## src/sv/dtf_pkg.sv

```systemverilog
package dtf_pkg;

  localparam int MAG_W      = 32;
  localparam int FRAC_W     = 4;
  localparam int CHAR_W     = 8;
  localparam int NUM_DIGITS = 10;
  localparam int DIG_IW     = $clog2(NUM_DIGITS);
  localparam int DD_STAGES  = 4;
  localparam int DD_STEPS   = MAG_W / DD_STAGES;

  localparam logic [FRAC_W-1:0] FRAC_RESET = 4'd3;

  localparam logic [CHAR_W-1:0] CH_ZERO  = 8'h30;
  localparam logic [CHAR_W-1:0] CH_NINE  = 8'h39;
  localparam logic [CHAR_W-1:0] CH_POINT = 8'h2E;
  localparam logic [CHAR_W-1:0] CH_MINUS = 8'h2D;

  // one number on its way through the binary to bcd stages
  typedef struct packed {
    logic                       op;
    logic                       neg;
    logic [FRAC_W-1:0]          frac;
    logic [MAG_W-1:0]           bin;
    logic [NUM_DIGITS-1:0][3:0] bcd;
  } dtf_item_t;

endpackage

```

## src/sv/dtf_dabble.sv

```systemverilog
module dtf_dabble #(
  parameter int STEPS = 8
) (
  input  logic               clk_i,
  input  logic               rst_ni,
  input  logic               valid_i,
  output logic               ready_o,
  input  dtf_pkg::dtf_item_t data_i,
  output logic               valid_o,
  input  logic               ready_i,
  output dtf_pkg::dtf_item_t data_o
);
  import dtf_pkg::*;

  logic      valid_q;
  dtf_item_t data_q, data_d;

  // shift-add-3 over STEPS input bits
  always_comb begin
    data_d = data_i;
    for (int s = 0; s < STEPS; s++) begin
      for (int d = 0; d < NUM_DIGITS; d++) begin
        if (data_d.bcd[d] >= 4'd5) begin
          data_d.bcd[d] = data_d.bcd[d] + 4'd3;
        end
      end
      {data_d.bcd, data_d.bin} = {data_d.bcd, data_d.bin} << 1;
    end
  end

  assign ready_o = !valid_q || ready_i;

  always_ff @(posedge clk_i or negedge rst_ni) begin
    if (!rst_ni) begin
      valid_q <= 1'b0;
    end else if (ready_o) begin
      valid_q <= valid_i;
    end
  end

  always_ff @(posedge clk_i) begin
    if (ready_o && valid_i) begin
      data_q <= data_d;
    end
  end

  assign valid_o = valid_q;
  assign data_o  = data_q;

endmodule

```

## src/sv/dtf_serial.sv

```systemverilog
module dtf_serial #(
  parameter int MAX_CHARS = 12
) (
  input  logic                       clk_i,
  input  logic                       rst_ni,
  input  logic                       valid_i,
  output logic                       ready_o,
  input  dtf_pkg::dtf_item_t         data_i,
  output logic                       valid_o,
  input  logic                       ready_i,
  output logic [dtf_pkg::CHAR_W-1:0] char_o,
  output logic                       last_o
);
  import dtf_pkg::*;

  localparam int PW   = $clog2(MAX_CHARS);
  localparam int PMAX = MAX_CHARS - 3;

  logic                       busy_q;
  logic                       op_q;
  logic                       neg_q;
  logic [NUM_DIGITS-1:0][3:0] bcd_q;
  logic [PW-1:0]              p_q, p_d;
  logic [PW-1:0]              len_q, len_d;
  logic [PW-1:0]              pos_q, pos_d;
  logic [DIG_IW:0]            nsig;
  logic [PW-1:0]              frac_ext;
  logic [PW-1:0]              dig_idx;
  logic [3:0]                 digit;

  // length of the text without the sign, counted at load
  always_comb begin
    nsig = (DIG_IW + 1)'(1);
    for (int i = 0; i < NUM_DIGITS; i++) begin
      if (data_i.bcd[i] != 4'd0) begin
        nsig = (DIG_IW + 1)'(i + 1);
      end
    end
    frac_ext = PW'(data_i.frac);
    p_d      = (frac_ext > PW'(PMAX)) ? PW'(PMAX) : frac_ext;
    if (data_i.op) begin
      len_d = ((PW'(nsig) > p_d) ? PW'(nsig) : p_d + PW'(1)) + PW'(1);
    end else begin
      len_d = PW'(nsig);
    end
    pos_d = data_i.neg ? len_d : len_d - PW'(1);
  end

  assign ready_o = !busy_q || (ready_i && pos_q == '0);

  always_ff @(posedge clk_i or negedge rst_ni) begin
    if (!rst_ni) begin
      busy_q <= 1'b0;
      pos_q  <= '0;
    end else if (ready_o) begin
      busy_q <= valid_i;
      if (valid_i) begin
        pos_q <= pos_d;
      end
    end else if (ready_i) begin
      pos_q <= pos_q - PW'(1);
    end
  end

  always_ff @(posedge clk_i) begin
    if (ready_o && valid_i) begin
      op_q  <= data_i.op;
      neg_q <= data_i.neg;
      bcd_q <= data_i.bcd;
      p_q   <= p_d;
      len_q <= len_d;
    end
  end

  // pos counts down from the first character to zero on the last one
  always_comb begin
    dig_idx = (op_q && pos_q > p_q) ? pos_q - PW'(1) : pos_q;
    digit   = (dig_idx < PW'(NUM_DIGITS)) ? bcd_q[dig_idx[DIG_IW-1:0]] : 4'd0;
    if (neg_q && pos_q == len_q) begin
      char_o = CH_MINUS;
    end else if (op_q && pos_q == p_q) begin
      char_o = CH_POINT;
    end else begin
      char_o = CH_ZERO + CHAR_W'(digit);
    end
  end

  assign valid_o = busy_q;
  assign last_o  = (pos_q == '0);

endmodule

```

## src/sv/decimal_text_formatter_top.sv

```systemverilog
// channel   direction  contents
// s_axis    in         tuser: op; tdata: negative, magnitude
// m_axis    out        tdata: text_char; tlast: last
// cfg       in         cfg_wdata_i: fraction_digits
//
// four binary to bcd stages of eight bits each, one number entering per
// cycle while they are not stalled; the character stage sends one character
// a cycle while the output is ready, a number has 1 to MAX_CHARS characters,
// and that stage sets the sustained rate
// reset is asynchronous, active low; fraction_digits resets to 3
// a stalled output holds its character and back-pressure reaches the input
module decimal_text_formatter_top #(
  parameter int MAX_CHARS = 12
) (
  input  logic                       clk_i,
  input  logic                       rst_ni,
  input  logic                       s_axis_tvalid,
  output logic                       s_axis_tready,
  input  logic [39:0]                s_axis_tdata,  // negative, magnitude, zero pad
  input  logic                       s_axis_tuser,  // op
  output logic                       m_axis_tvalid,
  input  logic                       m_axis_tready,
  output logic [dtf_pkg::CHAR_W-1:0] m_axis_tdata,  // text_char
  output logic                       m_axis_tlast,
  input  logic                       cfg_we_i,
  input  logic [dtf_pkg::FRAC_W-1:0] cfg_wdata_i
);
  import dtf_pkg::*;

  logic [FRAC_W-1:0] fraction_digits_q;

  logic      st_valid [DD_STAGES+1];
  logic      st_ready [DD_STAGES+1];
  dtf_item_t st_data  [DD_STAGES+1];

  always_ff @(posedge clk_i or negedge rst_ni) begin
    if (!rst_ni) begin
      fraction_digits_q <= FRAC_RESET;
    end else if (cfg_we_i) begin
      fraction_digits_q <= cfg_wdata_i;
    end
  end

  always_comb begin
    st_data[0]      = '0;
    st_data[0].op   = s_axis_tuser;
    st_data[0].neg  = s_axis_tdata[0];
    st_data[0].bin  = s_axis_tdata[MAG_W:1];
    st_data[0].frac = fraction_digits_q;
  end

  assign st_valid[0]   = s_axis_tvalid;
  assign s_axis_tready = st_ready[0];

  for (genvar g = 0; g < DD_STAGES; g++) begin : g_dabble
    dtf_dabble #(
      .STEPS (DD_STEPS)
    ) u_dabble (
      .clk_i   (clk_i),
      .rst_ni  (rst_ni),
      .valid_i (st_valid[g]),
      .ready_o (st_ready[g]),
      .data_i  (st_data[g]),
      .valid_o (st_valid[g+1]),
      .ready_i (st_ready[g+1]),
      .data_o  (st_data[g+1])
    );
  end

  dtf_serial #(
    .MAX_CHARS (MAX_CHARS)
  ) u_serial (
    .clk_i   (clk_i),
    .rst_ni  (rst_ni),
    .valid_i (st_valid[DD_STAGES]),
    .ready_o (st_ready[DD_STAGES]),
    .data_i  (st_data[DD_STAGES]),
    .valid_o (m_axis_tvalid),
    .ready_i (m_axis_tready),
    .char_o  (m_axis_tdata),
    .last_o  (m_axis_tlast)
  );

  a_char_set: assert property (@(posedge clk_i) disable iff (!rst_ni)
    m_axis_tvalid |-> (m_axis_tdata >= CH_ZERO && m_axis_tdata <= CH_NINE) ||
                      m_axis_tdata == CH_POINT || m_axis_tdata == CH_MINUS)
    else $error("character outside digits, point and minus");

  a_last_not_sign: assert property (@(posedge clk_i) disable iff (!rst_ni)
    m_axis_tvalid && m_axis_tlast |-> m_axis_tdata != CH_MINUS)
    else $error("number ends in a minus");

  a_mid_number: assert property (@(posedge clk_i) disable iff (!rst_ni)
    m_axis_tvalid && m_axis_tready && !m_axis_tlast |=>
      m_axis_tvalid && m_axis_tdata != CH_MINUS)
    else $error("number broken off or minus inside it");

endmodule

```

## config.mk

```make
export PLATFORM = sky130hd
export DESIGN_NAME = decimal_text_formatter_top
export DESIGN_NICKNAME = d
export VERILOG_FILES = /design/src/sv/dtf_pkg.sv /design/src/sv/dtf_dabble.sv /design/src/sv/dtf_serial.sv /design/src/sv/decimal_text_formatter_top.sv
export SDC_FILE = /design/constraint.sdc
export NUM_CORES = 1
export LEC_CHECK = 0
export ABC_AREA = 0
export BUFFER_PORTS_ARGS = -buffer_cell sky130_fd_sc_hd__buf_4
export CELL_PAD_IN_SITES_DETAIL_PLACEMENT = 1
export CELL_PAD_IN_SITES_GLOBAL_PLACEMENT = 1
export CORE_AREA = 5 5 356 183
export CTS_BUF_LIST = sky130_fd_sc_hd__clkbuf_8
export CTS_CLUSTER_DIAMETER = 60
export DETAILED_ROUTE_END_ITERATION = 7
export DIE_AREA = 0 0 361 188
export GPL_TIMING_DRIVEN = 0
export HOLD_SLACK_MARGIN = 0.08
export MAX_ROUTING_LAYER = met4
export PLACE_DENSITY = 0.84
export SYNTH_ARGS = -nofsm -noshare
export SYNTH_HDL_FRONTEND = slang
export SYNTH_SLANG_ARGS = --single-unit
export TNS_END_PERCENT = 1
```

## constraint.sdc

```tcl
create_clock -name clk_i -period 6.3 [get_ports clk_i]
set_input_delay 0 -clock clk_i [delete_from_list [all_inputs] [get_ports clk_i]]
set_output_delay 0 -clock clk_i [all_outputs]
set_load 0.05 [all_outputs]
```

==> impl_metrics.env <==
export IMPL_setup_viol=69
export IMPL_worst_slew_pin_slew_ns=1.24
export IMPL_yosysSeqAreaShare_pct=25.7
export IMPL_drtAntennaViolNets=0
export IMPL_maxCapViolCount=0
export IMPL_io_buffers=50
export IMPL_cts_sinks=237
export IMPL_cp_start_kind="register"
export IMPL_drc_errors=45
export IMPL_fin_ws_ns=-0.985
export IMPL_rr_worst_depth=29
export IMPL_hold_path_class="input port to register"
export IMPL_reg2reg_setup_slack_ns=-0.99
export IMPL_synth_async_reset_ratio_pct=5.49
export IMPL_slew_violations=0
export IMPL_grt_max_degree=34
export IMPL_wire_per_inst_um=27.2
export IMPL_critPathKind="register to register"
export IMPL_ys_types=127
export IMPL_violations="design-rule violations, negative setup slack"
export IMPL_synth_seq_cells=237
export IMPL_grt_remaining_overflow=0
export IMPL_yosysWarningCount=0
export IMPL_io_pins=61
export IMPL_clkLatencyLatePin_ns=0.73
export IMPL_post_dp_hpwl_um=61900
export IMPL_gp_congestion=0.909
export IMPL_synthTopCellsByArea="edfxtp_1 25%, ha_1 6.9%, o21ai_0 4.5%"
export IMPL_wirelength_um=128000
export IMPL_grt_usage_pct=26.6
export IMPL_hold_end="g_dabble[0].u_dabble.data_o[76]"
export IMPL_synth_edf_count=224
export IMPL_dieArea_mm2=0.0679
export IMPL_slew_headroom_pct=15.4
export IMPL_clockRootBuffer="clkbuf_8"
export IMPL_status="complete, but fails checks"
export IMPL_stdcell_area_mm2=0.0357
export IMPL_grt_pass1_wl_um=150000
export IMPL_fin_crit_ns=7.29
export IMPL_syn_area_per_cell_um2=8.15
export IMPL_synth_cell_area_mm2=0.0274
export IMPL_cts_tree="yes"
export IMPL_firstDrtPassIters=8
export IMPL_timing_final_crit_share_pct=116
export IMPL_postSynthCellCount=3368
export IMPL_core_area_mm2=0.0620
export IMPL_rsz0062_at_grt="true"
export IMPL_fmax_ghz=0.137
export IMPL_drt_initial_drc_count=4747
export IMPL_worstPathRequired_ns=6.74
export IMPL_synth_area_leader_cell="edfxtp_1"
export IMPL_grt_pass1_vias=28195
export IMPL_layout_drive_gt1_share_pct=28.6
export IMPL_antenna_found_initial=3
export IMPL_path_max_fanout=9
export IMPL_skew_ns=0.0813
export IMPL_worstPathArrival_ns=7.73
export IMPL_max_stage_delay_ns=0.46
export IMPL_crit_slowest_cell="edfxtp_1"
export IMPL_avgViaCountPerCell=7.05
export IMPL_synth_top_area_share_pct=24.5
export IMPL_dpl_cell_area_mm2=0.0291
export IMPL_path_common_cell="ha_1"
export IMPL_min_delay_start="s_axis_tdata[0]"
export IMPL_htree_levels=2
export IMPL_cts_made_buffers=43
export IMPL_path_clk_slew_ns=0.09
export IMPL_hold_viol=0
export IMPL_cts_path_max_buffers=3
export IMPL_fp_dieW_um=361
export IMPL_start_util_pct=44.3
export IMPL_worstReg2RegStart="g_dabble[2].u_dabble.data_o[20]"
export IMPL_whs_path_depth=2
export IMPL_syn_to_final_growth_pct=30.2
export IMPL_num_nets_final=4019
export IMPL_die_height_um=188
export IMPL_ys_flop_type="edfxtp_1"
export IMPL_num_vias=33087
export IMPL_cp_end_kind="register"
export IMPL_num_rows=65
export IMPL_r2r_end="g_dabble[3].u_dabble.data_o[25]"
## state kept, by name (all words and copies together) (netlist names)
register / count
fraction_digits_q: 4
u_serial.neg_q: 1
u_serial.valid_o: 1
u_serial.op_q: 1
u_serial.pos_q: 4
g_dabble.u_dabble.valid_o: 4
u_serial.bcd_q: 40
u_serial.p_q: 4
g_dabble.u_dabble.data_o: 174
u_serial.len_q: 4
## worst max path at each step
stage	from	to	cells past startpoint
5_1_grt	g_dabble[2].u_dabble.data_o[20]	g_dabble[3].u_dabble.data_o[25]	31
6_report	g_dabble[2].u_dabble.data_o[20]	g_dabble[3].u_dabble.data_o[25]	29
3_5_place_dp	g_dabble[0].u_dabble.data_o[0]	g_dabble[1].u_dabble.data_o[8]	30
2_1_floorplan	g_dabble[2].u_dabble.data_o[12]	g_dabble[3].u_dabble.data_o[15]	27
3_3_place_gp	g_dabble[2].u_dabble.data_o[12]	g_dabble[3].u_dabble.data_o[17]	34
4_1_cts	g_dabble[2].u_dabble.data_o[12]	g_dabble[3].u_dabble.data_o[15]	25
## final cells by class
| cell class | count | area, µm² |
|---|---|---|
| fillers | 7137 | 26300 |
| multi-input cells | 2793 | 21900 |
| flip-flops and latches | 237 | 7050 |
| repair buffers | 412 | 3340 |
| well taps | 837 | 1050 |
| inverters | 223 | 848 |
| clock buffers | 47 | 647 |
| plain buffers | 107 | 518 |
| clock inverters | 32 | 347 |
| diodes | 4 | 10.0 |
## cell usage after synthesis (37+ instances only)
master and count:
nor3_1 76, a31oi_1 62, a21o_1 45, inv_1 209, nor2_1 284, nand3_1 94, mux2i_1 112, o22ai_1 42
clkbuf_1 81, nand2b_1 71, and2_1 45, xnor2_1 91, mux2_2 58, o21ai_0 248, o21a_1 37, a211oi_1 42
nand2_1 310, a21oi_1 232, edfxtp_1 224, o211ai_1 65, nor2b_1 40, ha_1 152
## worst max-delay path, delay by kind of cell (launching register included)
family	cells	cell delay (ns)
AOI/OAI and AO/OA	9	2.45
adders and majority gates	5	1.18
buffers and inverters	6	0.83
DFF	1	0.46
muxes	1	0.28
and+or+nand+nor	8	1.79
## layout by cell type (no fill, tap or decap), types with 49 or more instances in the layout
cell           synthesis  layout
clkbuf_8               0      49
nor3_1                76      67
dlygate4sd3_1          0      69
clkbuf_1              81      62
a31oi_1               62      50
buf_4                  3     343
edfxtp_1             224     224
o211ai_1              65      65
o21ai_0              248     199
inv_1                209     189
a21oi_2               12      50
nand3_1               94      90
ha_1                 152     103
o21ai_1               25      57
nand2b_1              71      63
a21oi_1              232     173
xnor2_1               91      57
nor2_1               284     257
mux2i_1              112      85
mux2_2                58      52
nand2_1              310     298
## metrics by stage
stage | worst slack, ns | hold slack, ns | instances | setup TNS [ns] | utilization (%)
floorplan | -0.0182 | -0.296 | 3369 | -0.0182 | -
global placement | -0.792 | -0.137 | 4256 | -59.87 | 46.7
detailed placement | -1.08 | -0.131 | 4261 | -53.96 | 46.9
CTS | -0.0275 | 0.0809 | 4525 | -0.0352 | 53.1
global route | -0.950 | 0.0355 | 4692 | -43.22 | 57.6
finish | -0.985 | 0.0371 | 4692 | -32.60 | 57.6
## metal layers
layer / global-route usage, % / wire (µm) / up-vias
met3: 4.53 / 12600 / 887
met2: 38.8 / 56600 / 2539
li1: - / - / 13647
met5: - / 0 / -
met1: 38.3 / 49700 / 16014
met4: 6.64 / 8730 / 0
## timing repair
item	CTS	global route
pin swaps	79	143
hold endpoints to repair	64	1
setup buffers	121	167
endpoints found under the setup margin	76	75
hold buffers	68	1
resized for setup	266	368
## logic make-up after synthesis
kind of cell | after synthesis | synth area share [%]
xor gates and xnor gates | 141 | 5.01
buffers and inverters | 339 | 4.84
muxes | 182 | 7.39
AOI/OAI and AO/OA | 1183 | 29.6
DFF | 237 | 25.7
and+or+nand+nor | 1122 | 20.1
other | 2 | 0.0274
adders and majority gates | 162 | 7.30
Power is not shown: default switching activity piles up to over one toggle a cycle in this logic, so the estimate is an artifact.
